===== config.mk =====
export PLATFORM = sky130hd
export DESIGN_NAME = timestamp_text_parser_top
export DESIGN_NICKNAME = d
export VERILOG_FILES = /design/src/rtl/tsp_pkg.sv /design/src/rtl/timestamp_text_parser_top.sv /design/src/rtl/tsp_step.sv /design/src/rtl/tsp_emit.sv
export SDC_FILE = /design/constraint.sdc
export NUM_CORES = 1
export LEC_CHECK = 0
export ABC_AREA = 1
export BUFFER_PORTS_ARGS = -buffer_cell sky130_fd_sc_hd__buf_2
export CORE_MARGIN = 2
export CORE_UTILIZATION = 60
export CTS_BUF_LIST = sky130_fd_sc_hd__clkbuf_2 sky130_fd_sc_hd__clkbuf_4 sky130_fd_sc_hd__clkbuf_8
export DETAILED_ROUTE_END_ITERATION = 16
export PLACE_DENSITY_LB_ADDON = 0.3
export RECOVER_POWER = 100
export SLEW_MARGIN = 20
export SYNTH_ARGS = -nofsm -noshare
export SYNTH_HDL_FRONTEND = slang
export SYNTH_SLANG_ARGS = --single-unit

===== constraint.sdc =====
create_clock -name clk -period 8.9 [get_ports clk]
set_input_delay 0.89 -clock clk [delete_from_list [all_inputs] [get_ports clk]]
set_output_delay 0.89 -clock clk [all_outputs]
set_load 0.1 [all_outputs]

===== src/rtl/tsp_pkg.sv =====
// Shared types and constants for the timestamp text parser.
// No dependencies; every other file in rtl/ imports this package.
package tsp_pkg;

  localparam int unsigned SecWidth  = 32;
  localparam int unsigned MsWidth   = 10;
  localparam int unsigned CharWidth = 8;

  localparam logic [CharWidth-1:0] CHAR_COLON = 8'h3A;
  localparam logic [CharWidth-1:0] CHAR_DOT   = 8'h2E;
  localparam logic [CharWidth-1:0] CHAR_ZERO  = 8'h30;
  localparam logic [CharWidth-1:0] CHAR_NINE  = 8'h39;

  localparam logic [SecWidth-1:0] SEC_SAT = 32'hFFFF_FFFF;

  typedef enum logic [1:0] {
    MODE_LEAD  = 2'd0,   // leading block, free length
    MODE_FIXED = 2'd1,   // two-digit block after a colon
    MODE_FRAC  = 2'd2    // fraction after the dot
  } mode_t;

  typedef struct packed {
    logic [CharWidth-1:0] char_code;
    logic                 final_char;
  } char_word_t;

  typedef struct packed {
    logic [SecWidth-1:0] total_seconds;
    logic [MsWidth-1:0]  millis;
    logic                parse_ok;
  } time_word_t;

  typedef struct packed {
    mode_t               mode;
    logic [1:0]          digit_count;
    logic [SecWidth-1:0] seconds_sum;
    logic [SecWidth-1:0] block_value;
    logic [MsWidth-1:0]  fraction_value;
    logic                error_seen;
  } parse_state_t;

  localparam parse_state_t STATE_CLEAR = '{
    mode:           MODE_LEAD,
    digit_count:    2'd0,
    seconds_sum:    '0,
    block_value:    '0,
    fraction_value: '0,
    error_seen:     1'b0
  };

endpackage


===== src/rtl/timestamp_text_parser_top.sv =====
// Top level of the timestamp text parser: input register, parse state, result register.
// Depends on tsp_pkg, tsp_step and tsp_emit.
//
// Usage:
//   char_valid/char_stall/char_data carry one ASCII character per word, with
//   final_char set on the last character of a timestamp "[h:]mm:ss.fff".
//   time_valid/time_stall/time_data carry one result word per timestamp:
//   total seconds, milliseconds and a parse_ok flag. Characters without
//   final_char produce no result word.
//   Throughput: one character per cycle, sustained, while time_stall is low.
//   The final character passes from the input register into the result
//   register, where time_valid is raised together with its result word.
//   The character path between the two registers is the per-character update
//   plus the final fold, all constant multiplies, adds and compares.
//   Reset (rst, synchronous, active high) empties both registers and returns
//   the parser to the start of a timestamp.
//   When the receiver holds time_stall, the result word holds; a character
//   already in the input register waits, and char_stall rises only once the
//   input register is also occupied, so no word is lost or repeated.
module timestamp_text_parser_top (
  input  logic                clk,
  input  logic                rst,
  input  logic                char_valid,
  output logic                char_stall,
  input  tsp_pkg::char_word_t char_data,
  output logic                time_valid,
  input  logic                time_stall,
  output tsp_pkg::time_word_t time_data
);
  import tsp_pkg::*;

  logic         hold_valid;
  char_word_t   hold_word;
  parse_state_t state;
  parse_state_t state_next;
  time_word_t   result_next;
  logic         out_free;
  logic         advance;

  // result register can take a new word
  assign out_free   = !time_valid || !time_stall;
  // the character in the input register is processed this cycle
  assign advance    = hold_valid && out_free;
  assign char_stall = hold_valid && !out_free;

  tsp_step u_step (
    .cur       (state),
    .char_code (hold_word.char_code),
    .nxt       (state_next)
  );

  tsp_emit u_emit (
    .st     (state_next),
    .result (result_next)
  );

  // input register: refill whenever it is empty or being drained
  always_ff @(posedge clk) begin
    if (rst) begin
      hold_valid <= 1'b0;
    end else if (!char_stall) begin
      hold_valid <= char_valid;
    end
  end

  always_ff @(posedge clk) begin
    if (!char_stall && char_valid) begin
      hold_word <= char_data;
    end
  end

  // parse state: advance per character, clear after the final one
  always_ff @(posedge clk) begin
    if (rst) begin
      state <= STATE_CLEAR;
    end else if (advance) begin
      state <= hold_word.final_char ? STATE_CLEAR : state_next;
    end
  end

  // result register: hold while stalled
  always_ff @(posedge clk) begin
    if (rst) begin
      time_valid <= 1'b0;
    end else if (out_free) begin
      time_valid <= advance && hold_word.final_char;
    end
  end

  always_ff @(posedge clk) begin
    if (advance && hold_word.final_char) begin
      time_data <= result_next;
    end
  end

endmodule


===== src/rtl/tsp_step.sv =====
// Per-character update of the parser state.
// Depends on tsp_pkg.
module tsp_step (
  input  tsp_pkg::parse_state_t        cur,
  input  logic [tsp_pkg::CharWidth-1:0] char_code,
  output tsp_pkg::parse_state_t        nxt
);
  import tsp_pkg::*;

  logic                is_digit;
  logic [3:0]          digit;
  logic [35:0]         lead_value;
  logic [32:0]         fold_sum;
  logic [38:0]         fold_min;
  logic [SecWidth-1:0] fixed_value;
  logic [MsWidth-1:0]  frac_next;
  logic                is_colon;
  logic                is_dot;

  assign is_digit = (char_code >= CHAR_ZERO) && (char_code <= CHAR_NINE);
  assign digit    = is_digit ? char_code[3:0] : 4'd0;
  assign is_colon = (char_code == CHAR_COLON);
  assign is_dot   = (char_code == CHAR_DOT);

  // block * 10 + digit, wide enough to see overflow
  assign lead_value = (36'(cur.block_value) << 3) + (36'(cur.block_value) << 1)
                      + 36'(digit);
  // fold running seconds; times 60 as (x << 6) - (x << 2)
  assign fold_sum = 33'(cur.seconds_sum) + 33'(cur.block_value);
  assign fold_min = (39'(fold_sum) << 6) - (39'(fold_sum) << 2);
  assign fixed_value = (cur.block_value << 3) + (cur.block_value << 1) + SecWidth'(digit);
  assign frac_next = (cur.fraction_value << 3) + (cur.fraction_value << 1) + MsWidth'(digit);

  always_comb begin
    nxt = cur;
    if (!cur.error_seen) begin
      case (cur.mode)
        MODE_LEAD: begin
          if (is_digit) begin
            if (lead_value[35:32] != 4'd0) begin
              nxt.seconds_sum    = SEC_SAT;
              nxt.block_value    = '0;
              nxt.fraction_value = '0;
              nxt.error_seen     = 1'b1;
            end else begin
              nxt.block_value = lead_value[31:0];
            end
          end else if (is_colon) begin
            if (fold_min[38:32] != 7'd0) begin
              nxt.seconds_sum    = SEC_SAT;
              nxt.block_value    = '0;
              nxt.fraction_value = '0;
              nxt.error_seen     = 1'b1;
            end else begin
              nxt.seconds_sum = fold_min[31:0];
              nxt.block_value = '0;
              nxt.digit_count = 2'd0;
              nxt.mode        = MODE_FIXED;
            end
          end else begin
            nxt.seconds_sum    = '0;
            nxt.block_value    = '0;
            nxt.fraction_value = '0;
            nxt.error_seen     = 1'b1;
          end
        end
        MODE_FIXED: begin
          if (is_digit) begin
            if (cur.digit_count >= 2'd2) begin
              nxt.seconds_sum    = '0;
              nxt.block_value    = '0;
              nxt.fraction_value = '0;
              nxt.error_seen     = 1'b1;
            end else begin
              nxt.block_value = fixed_value;
              nxt.digit_count = cur.digit_count + 2'd1;
            end
          end else if ((is_colon || is_dot) && (cur.digit_count == 2'd2)) begin
            if (is_colon && (fold_min[38:32] != 7'd0)) begin
              nxt.seconds_sum    = SEC_SAT;
              nxt.block_value    = '0;
              nxt.fraction_value = '0;
              nxt.error_seen     = 1'b1;
            end else if (is_dot && fold_sum[32]) begin
              nxt.seconds_sum    = SEC_SAT;
              nxt.block_value    = '0;
              nxt.fraction_value = '0;
              nxt.error_seen     = 1'b1;
            end else begin
              nxt.seconds_sum = is_colon ? fold_min[31:0] : fold_sum[31:0];
              nxt.block_value = '0;
              nxt.digit_count = 2'd0;
              nxt.mode        = is_colon ? MODE_FIXED : MODE_FRAC;
            end
          end else begin
            nxt.seconds_sum    = '0;
            nxt.block_value    = '0;
            nxt.fraction_value = '0;
            nxt.error_seen     = 1'b1;
          end
        end
        MODE_FRAC: begin
          if (is_digit && (cur.digit_count < 2'd3)) begin
            nxt.fraction_value = frac_next;
            nxt.digit_count    = cur.digit_count + 2'd1;
          end else begin
            nxt.seconds_sum    = '0;
            nxt.block_value    = '0;
            nxt.fraction_value = '0;
            nxt.error_seen     = 1'b1;
          end
        end
        default: begin
          nxt.seconds_sum    = '0;
          nxt.block_value    = '0;
          nxt.fraction_value = '0;
          nxt.error_seen     = 1'b1;
        end
      endcase
    end
  end

endmodule


===== src/rtl/tsp_emit.sv =====
// Builds the result word from the state left after the final character.
// Depends on tsp_pkg.
module tsp_emit (
  input  tsp_pkg::parse_state_t st,
  output tsp_pkg::time_word_t   result
);
  import tsp_pkg::*;

  logic [32:0] total_sum;
  logic [13:0] ms_scaled;
  logic        short_block;

  assign total_sum   = 33'(st.seconds_sum) + 33'(st.block_value);
  assign short_block = (st.mode == MODE_FIXED) && (st.digit_count != 2'd2);

  // pad the fraction to milliseconds
  always_comb begin
    case (st.digit_count)
      2'd0:    ms_scaled = '0;
      2'd1:    ms_scaled = 14'(st.fraction_value) * 14'd100;
      2'd2:    ms_scaled = 14'(st.fraction_value) * 14'd10;
      default: ms_scaled = 14'(st.fraction_value);
    endcase
  end

  always_comb begin
    result.total_seconds = st.seconds_sum;
    result.millis        = '0;
    result.parse_ok      = 1'b0;
    if (!st.error_seen) begin
      if (short_block) begin
        result.total_seconds = '0;
      end else if (total_sum[32]) begin
        result.total_seconds = SEC_SAT;
      end else begin
        result.total_seconds = total_sum[31:0];
        result.parse_ok      = 1'b1;
        if (st.mode == MODE_FRAC) begin
          result.millis = ms_scaled[MsWidth-1:0];
        end
      end
    end
  end

endmodule

==> Yosys cells after proc, flatten, opt, wreduce, memory -nomap -nowiden <==
Cells that the tools add are included.
{ "totals": {"in_bits": 13, "wordCells": 104, "register_bits": 133} }
{ "classes": {"addsub": 10, "muxes": 42, "mul": 2, "bitwise_logic": 1, "n_reduce_logical": 22, "n_eq_ne": 10, "n_lt_le_gt_ge": 4} }
{ "op_table": {"columns": ["cell", "count"], "rows": [
  ["$mux W75", 4],
  ["$pmux W75 S3", 1],
  ["$mux W32", 7],
  ["$mux W64", 3],
  ["$mux W79", 2],
  ["$mux W77", 1],
  ["$add A32 B32 Y33", 2],
  ["$mux W11", 6],
  ["$mux W43", 1],
  ["$sub A39 B35 Y39", 1],
  ["$add A35 B33 Y36", 1],
  ["$add A36 B4 Y36", 1],
  ["$add A32 B32 Y32", 1],
  ["$add A32 B4 Y32", 1],
  ["$pmux W10 S3", 1],
  ["$mux W4", 7],
  ["$mux W10", 2],
  ["$eq A8 B6 Y1 const B", 2],
  ["$add A10 B10 Y10", 1],
  ["$add A10 B4 Y10", 1],
  ["$logic_and A1 B1 Y1", 10],
  ["$mul A10 B3 Y9 const B", 1],
  ["$mul A10 B5 Y8 const B", 1],
  ["$eq A2 B2 Y1 const B", 4],
  ["19 further kinds", 29]
]} }

==> Logic depth before layout (Yosys ltp) <==
Gate-level depths: netlist of run 1.
{ "logic_depth": {"ltp_word": 15, "ltp_mapped": 65} }

==> By module <==
Synthesis of run 1 repeated with hierarchy kept, for this count alone.
{ "unflattened": {"hier_cells": 3500, "hier_area_um2": 20110.5} }
{ "by_module_without_submodules": {"columns": ["mod", "n_inst", "seq_area_each_um2", "cells_per_inst", "area_each_um2"], "rows": [
  ["tsp_step", 1, 0.0, 1979, 10578.9],
  ["timestamp_text_parser_top", 1, 3183.1, 735, 5521.5],
  ["tsp_emit", 1, 0.0, 786, 4010.1]
]} }

==> Worst setup path before layout of run 1 <==
No wires, ideal clock.
{ "synth_timing": {"kind": "reg-to-reg", "start": "reg hold_word[6] (netlist bit)", "end": "reg time_data[15] (netlist bit) (data pin)", "arrival_ps": 7909, "setup_ps": 264, "setup_slack_ps": 727, "required_ps": 8636, "n_path_buf": 3, "stages_incl_launch_ff": 63, "path_cell_list": "edfxtp_1 -> nand2_1 -> nor2_1 -> inv_1 -> nor2_1 -> a31oi_1 -> clkbuf_1 -> nor2_1 -> fa_1 -> inv_1 -> fa_1 -> inv_1 -> a21oi_1 -> o21ai_0 -> nand3_1 -> nand2_1 -> nand3_1 -> nand2_1 -> (+27 left out) -> nand2_1 -> a21oi_1 -> inv_1 -> a21oi_2 -> inv_1 -> a21oi_2 -> inv_1 -> a21oi_1 -> o21ai_1 -> nand2_1 -> nand2_1 -> o21ai_2 -> o21ai_0 -> a21oi_2 -> clkinv_1 -> buf_2 -> o21ai_0 -> o21ai_0"} }
{ "synth_lines": {"columns": ["item", "line", "rtl"], "rows": [
  ["start, declared", "timestamp_text_parser_top.sv:33", "char_word_t hold_word;"],
  ["start signal, assigned", "timestamp_text_parser_top.sv:68", "hold_word <= char_data;"],
  ["end signal, assigned", "timestamp_text_parser_top.sv:92", "time_data <= result_next;"],
  ["end, declared", "timestamp_text_parser_top.sv:28", "output tsp_pkg::time_word_t time_data"]
]} }

==> Worst setup path after layout of run 1 <==
{ "layout_timing": {"start": "reg hold_word[5] (netlist bit)", "end": "reg time_data[10] (netlist bit) (data pin)"} }
{ "layout_via": {"elab_chain_cells": 11, "elab_cells_between_ends": 55, "cone_classes": "add/sub (4); mul (2); order compare (2); eq/ne (7); mux (29); bitwise (1); reduce/logical (10)"} }
{ "layout_lines": {"columns": ["item", "line", "rtl"], "rows": [
  ["$ge A8 B6 Y1 (tied with other cells)", "tsp_step.sv:20", "assign is_digit = (char_code >= CHAR_ZERO) && (char_code <= CHAR_NINE);"],
  ["$logic_and A1 B1 Y1 (tied with other cells)", "tsp_step.sv:20", null],
  ["$mux W4, on equally long branches", "tsp_step.sv:21, tsp_step.sv:84", null],
  ["$add A36 B4 Y36 / $mux W4 (equally long branches)", "tsp_step.sv:27, tsp_step.sv:79", null],
  ["$reduce_bool A4 Y1 / $mux W4 (equally long branches)", "tsp_step.sv:40, tsp_step.sv:78", null],
  ["$mux W11 (tied with other cells)", "tsp_step.sv:40", "if (lead_value[35:32] != 4'd0) begin"],
  ["$mux W75 (tied with other cells)", "tsp_step.sv:39", "if (is_digit) begin"],
  ["$pmux W75 S3 / $mux W79 (equally long branches)", "tsp_step.sv:37, tsp_step.sv:36", null],
  ["$mux W79 *", "tsp_step.sv:36", "if (!cur.error_seen) begin"],
  ["$mul A10 B3 Y9 (tied with other cells)", "tsp_emit.sv:21", "2'd2: ms_scaled = 14'(st.fraction_value) * 14'd10;"],
  ["$pmux W10 S3 / $reduce_or A4 Y1 (equally long branches)", null, null]
]} }
Mark *: on every way between the ends. The rest lies on a longest branch, timed or not.
A chain may end at the register's enable or synchronous reset.

==> results of run 1 <==
stage by stage:
| step | power (mW) | instances | area [um^2] | setup TNS [ps] |
|---|---|---|---|---|
| 6_report | 1.70 | 3234 | 19400 | 0 |
| 5_1_grt | 1.76 | 3234 | 19400 | -301 |
| 4_1_cts | 1.67 | 3215 | 18800 | 0 |
| 3_5_place_dp | 1.10 | 3183 | 18400 | -10.2 |
| 3_3_place_gp | 1.09 | 3183 | 18400 | 0 |
| 2_1_floorplan | 0.975 | 2735 | 17200 | 0 |
path summary, 6_finish.rpt:
| path | startpoint | endpoint | slack, ps | cells past startpoint |
|---|---|---|---|---|
| max | hold_word[5]$_DFFE_PP_ | time_data[10]$_SDFFCE_PP0P_ | 410 | 54 |
| min | state[10]$_SDFFE_PP0P_ | state[10]$_SDFFE_PP0P_ | 510 | 2 |
| max reg2reg | hold_word[5]$_DFFE_PP_ | time_data[10]$_SDFFCE_PP0P_ | 410 | 54 |
| min reg2reg | state[10]$_SDFFE_PP0P_ | state[10]$_SDFFE_PP0P_ | 510 | 2 |
layout make-up:
class,count,area (um^2)
Inverter,341,1280
Sequential cell,133,3200
Fill cell,2574,9070
Clock buffer,19,255
Tap cell,384,480
Timing Repair Buffer,164,1040
Multi-Input combinational cell,2180,13000
Clock inverter,13,180
cells by family (layout without fill, tap and decap cells):
kind of cell | after synthesis | in the layout | share of synthesized area [%]
AO/OA/AOI/OAI | 709 | 709 | 23.5
XOR/XNOR | 80 | 80 | 4.11
adder cells (fa/ha/maj) | 202 | 202 | 15.1
buffers and inverters | 422 | 537 | 9.37
flip-flops | 133 | 133 | 18.5
AND/OR/NAND/NOR | 1189 | 1189 | 29.4
worst reg2reg max path, delay by kind of cell, from the launching register on:
family                     cells  cell delay [ps]
xor gates and xnor gates       1              200
DFF                            1              400
and+or+nand+nor               24             2750
buffers and inverters         11             1190
adders and majority gates      3             1390
AOI/OAI and AO/OA             15             2420
where the power goes:
| group | internal [mW] | switching (mW) | total (mW) |
|---|---|---|---|
| sequential | 0.646 | 0.00950 | 0.656 |
| clock | 0.315 | 0.265 | 0.580 |
| combinational | 0.138 | 0.328 | 0.466 |
state kept, by name (all words and copies together) (netlist names):
signal / count
time_data: 43
hold_word: 9
hold_valid: 1
time_valid: 1
state: 79
layout by cell type (no fill, tap or decap), drive strengths merged, types with 26 or more instances in the layout:
cell type	count
o21ai	232
ha	193
a31oi	27
xor2	50
dfxtp	81
a21oi	305
nand3	130
nor2	209
buf	116
inv	336
clkbuf	67
nand4	26
nand2	776
xnor2	30
edfxtp	52
o22ai	37
routing by layer:
| metal | part of all wire, % | track usage, % | vias to the layer above |
|---|---|---|---|
| met4 | 4.7 | 18.9 | 0 |
| met2 | 44 | 65.5 | 1163 |
| met1 | 40 | 55.5 | 9131 |
| met5 | 0 | 0 | - |
| met3 | 11 | 7.35 | 191 |
| li1 | - | - | 9404 |
repair_timing:
| item | in CTS | in global routing |
|---|---|---|
| resized for setup | 7 | 140 |
| endpoints found under the hold margin | 0 | 0 |
| pin swaps | 0 | 21 |
| endpoints found under the setup margin | 20 | 43 |
| gates cloned | 0 | 0 |
| setup buffers | 0 | 19 |
==> impl_metrics.json, run 1 <==
{
  "avgViaCountPerCell": 6.15,
  "finalHoldViolations": 0,
  "drt_iter0_markers": 2346,
  "hp-class": "reg -> reg",
  "grt_overflow": 0,
  "grt_pass1_vias": 18806,
  "synth_area_leaders": "nand2_1 16%, ha_1 14%, dfxtp_1 9.4%",
  "io_buffers": 57,
  "first_pass_iters": 10,
  "die_y_um": 173,
  "syn_area_per_cell_um2": 6.30,
  "antenna_found_initial": 0,
  "fmax_mhz": 118,
  "crit_path_max_incr_delay_ps": 520,
  "row_count": 62,
  "path_max_fanout": 19,
  "relSlewSlack_pct": -189,
  "cp_data_arrival_time_ps": 8820,
  "syn_area_mm2": 0.0172,
  "diodes": 0,
  "tightest_slew_ps": 4340,
  "die_w_um": 173,
  "finalSetupViolCount": 0,
  "fin_crit_ps": 8490,
  "critPathKind": "reg -> reg",
  "die-area_mm2": 0.0301,
  "grt_use_total_pct": 41.5,
  "worstSetupEndpointType": "flop",
  "final_core_util_pct": 68.1,
  "setup_ws_ps": 413,
  "cts_buffers": 17,
  "globalplace.congestion": 1.01,
  "synth.most_common_cell": "nand2_1",
  "clock-root-buffer": "clkbuf_8",
  "cts_hold_buf": 0,
  "synthCells": 2735,
  "synth_edf_count": 52,
  "cts.clk_slew.worst_paths_ps": 80,
  "fin_skew_ps": 13.9,
  "synth_warnings": 0,
  "postSynth.asyncResetShare_pct": 0,
  "drv_cap": 4,
  "ys_seq_area_share_pct": 18.5,
  "power.density_mw_per_mm2": 87.7,
  "cp_num_buf_inv": 11,
  "vias": 19889,
  "power.static_leakage_nw": 9.34,
  "dp_slack_ps": -10.2,
  "clk_path_buf_depth": 2,
  "clock_sinks": 133,
  "maxSlewViolCount": 212,
  "netlist.area_leader.share_pct": 16.1,
  "drive_gt1_share_pct": 13.3,
  "wl_per_cell_um": 19.7,
  "nets": 3052,
  "synth_top_area_cell": "nand2_1",
  "ios": 58,
  "grt_pass1_wl_um": 99600,
  "cpMostUsedCell": "nand2_1",
  "routed_wl_um": 63800,
  "synth_fp_nets": 2950,
  "area_delta_synth_final_pct": 12.6,
  "core_mm2": 0.0285,
  "irDropWorstVdd_mv": 0.190,
  "ant_nets": 0,
  "status": "complete, but fails checks",
  "cp_slowest_cell": "fa_1",
  "worst-endpoint-required_ps": 9240,
  "fin_crit_sh_pct": 95.4,
  "clk_latency_ps": 480,
  "violations": "max-capacitance violations, max-slew violations",
  "synth_cell_types": 66,
  "ys.flop_type": "dfxtp_1",
  "whs_ps": 507,
  "cp_top_family": "simple AND/OR/NAND/NOR gates",
  "synth_commonest_cells": "737 x nand2_1, 321 x inv_1, 298 x a21oi_1",
  "drc_errors": 0,
  "initial_core_util_pct": 60.5,
  "cts_max_level": 4,
  "cts_tree": "done",
  "ys_ff_latch": 133,
  "crit_path_start_kind": "flop",
  "grt_max_degree": 82,
  "dp_hpwl_um": 49300
}
(Power assumes the default switching activity.)
==> run 2: changes to the inputs <==
--- a/config.mk
+++ b/config.mk
@@ -6,7 +6,7 @@
 export NUM_CORES = 1
 export LEC_CHECK = 0
 export ABC_AREA = 1
-export BUFFER_PORTS_ARGS = -buffer_cell sky130_fd_sc_hd__buf_2
+export BUFFER_PORTS_ARGS = -buffer_cell sky130_fd_sc_hd__buf_4
 export CORE_MARGIN = 2
 export CORE_UTILIZATION = 60
 export CTS_BUF_LIST = sky130_fd_sc_hd__clkbuf_2 sky130_fd_sc_hd__clkbuf_4 sky130_fd_sc_hd__clkbuf_8
==> impl_metrics.json, run 2 (synthesized netlist as in run 1, its figures left out) <==
{
  "cp.depth": 57,
  "clock-root-buffer": "clkbuf_8",
  "crit_path_start_kind": "flop",
  "worstSetupEndpointType": "flop",
  "row_count": 62,
  "cp_slowest_cell": "fa_2",
  "nets": 3047,
  "final_core_util_pct": 68.2,
  "die-area_mm2": 0.0301,
  "ios": 58,
  "fin_cells": 3230,
  "core_mm2": 0.0285,
  "relSlewSlack_pct": -173,
  "fin_crit_ps": 8500,
  "cts_max_level": 4,
  "drc_errors": 0,
  "first_pass_iters": 6,
  "ant_nets": 0,
  "wl_per_cell_um": 19.6,
  "io_buffers": 57,
  "dpl_cell_area_mm2": 0.0185,
  "drv_cap": 4,
  "die_y_um": 173,
  "holdPathStages": 2,
  "cp_num_buf_inv": 9,
  "r2r-end": "time_data[23]$_DFFE_PP_",
  "power.density_mw_per_mm2": 81.7,
  "cts.clk_slew.worst_paths_ps": 80,
  "setup.worst_path.end": "time_data[23]$_DFFE_PP_",
  "dp.cells": 3179,
  "grt_overflow": 0,
  "irDropWorstVdd_mv": 0.111,
  "drt_iter0_markers": 2330,
  "grt_use_total_pct": 41.0,
  "worst-r2r-cell-count": 57,
  "startpoint": "state[11]$_SDFFE_PP0P_",
  "grt_max_degree": 82,
  "worst-endpoint-required_ps": 9110,
  "stdcell_area_mm2": 0.0194,
  "violations": "max-capacitance violations, max-slew violations",
  "power.static_leakage_nw": 9.29,
  "fin_crit_sh_pct": 95.5,
  "largest_reg_flops": 79,
  "layout_commonest_cell": "nand2_1",
  "finalHoldViolations": 0,
  "routed_wl_um": 63400,
  "avgViaCountPerCell": 6.15,
  "r2r_slack_ps": 400,
  "fmax_mhz": 118,
  "crit_path_max_incr_delay_ps": 410,
  "status": "complete, but fails checks",
  "tightest_slew_ps": 4090,
  "clk_latency_ps": 490,
  "clk_path_buf_depth": 2,
  "cts_tree": "done",
  "fin_skew_ps": 17.3,
  "hp-class": "reg -> reg",
  "timing.rr.start": "state[11]$_SDFFE_PP0P_",
  "area_delta_synth_final_pct": 12.7,
  "final_cell_mix": "720 x nand2_1, 320 x inv_1, 284 x a21oi_1",
  "die_w_um": 173,
  "cp_top_family": "compound AO/OA/AOI/OAI gates",
  "dp_hpwl_um": 48900,
  "drive_gt1_share_pct": 13.4,
  "clock_sinks": 133,
  "finalSetupViolCount": 0,
  "maxSlewViolCount": 212,
  "vias": 19874,
  "globalplace.congestion": 0.994,
  "cts_buffers": 17,
  "grt_pass1_vias": 18406,
  "grt_pass1_wl_um": 98300,
  "fillers": 2684,
  "regMostFlops": "state",
  "critPathKind": "reg -> reg",
  "path_max_fanout": 8,
  "initial_core_util_pct": 60.5,
  "cp_data_arrival_time_ps": 8710,
  "total_power_mw": 1.59,
  "antenna_found_initial": 0,
  "reg_top3": "state (79), time_data (43), hold_word (9)",
  "cpMostUsedCell": "nand2_1"
}
-- run 2: metal layers --
layer  vias up  part of all wire (%)  global-route usage [%]
li1       9383                     -                       -
met1      9086                    41                    54.6
met2      1196                    44                    65.1
met3       209                    11                    6.78
met4         0                   4.7                    18.8
met5         -                     0                       0
-- run 2: power by group --
group / total, mW / leakage, nW / internal [mW] / switching, mW
Sequential: 0.655 / 1.14 / 0.646 / 0.00924
Clock: 0.461 / 0.161 / 0.192 / 0.270
Combinational: 0.469 / 7.99 / 0.138 / 0.332
-- run 2: area by class of cell --
| type | count | area (um^2) | area share, % |
|---|---|---|---|
| multi-input cells | 2180 | 13100 | 67.4 |
| flip-flops and latches | 133 | 3200 | 16.5 |
| inverters | 341 | 1280 | 6.61 |
| repair buffers | 159 | 1030 | 5.31 |
| well taps | 384 | 480 | 2.48 |
| clock buffers | 18 | 241 | 1.24 |
| clock inverters | 14 | 87.6 | 0.451 |
| diodes | 1 | 2.50 | 0.0129 |
-- run 2: worst min path at each step --
stage	end	from
after floorplan	state[10]$_SDFFE_PP0P_	state[10]$_SDFFE_PP0P_
after CTS	state[10]$_SDFFE_PP0P_	state[10]$_SDFFE_PP0P_
after global routing	state[65]$_SDFFE_PP0P_	state[65]$_SDFFE_PP0P_
after global placement	state[10]$_SDFFE_PP0P_	state[10]$_SDFFE_PP0P_
final	state[10]$_SDFFE_PP0P_	state[10]$_SDFFE_PP0P_
after detailed placement	state[10]$_SDFFE_PP0P_	state[10]$_SDFFE_PP0P_
-- run 2: timing repair --
action	CTS	global route
cloned	0	1
setup buffers	0	17
resized for setup	9	168
pin swaps	0	22
hold buffers	0	0
endpoints found under the setup margin	42	43
-- run 2: stage by stage --
step	worst slack, ps	hold slack [ps]	setup TNS [ps]
after floorplan	727	458	0
after global placement	-39.7	479	-90.8
after detailed placement	-232	483	-5180
after CTS	0.797	496	0
after global routing	-189	531	-4170
final	401	496	0
-- run 2: worst min-delay path: stages, from the launching register on --
cell	delay [ps]
dfxtp_1	330
nand2_1	70
a21oi_1	60
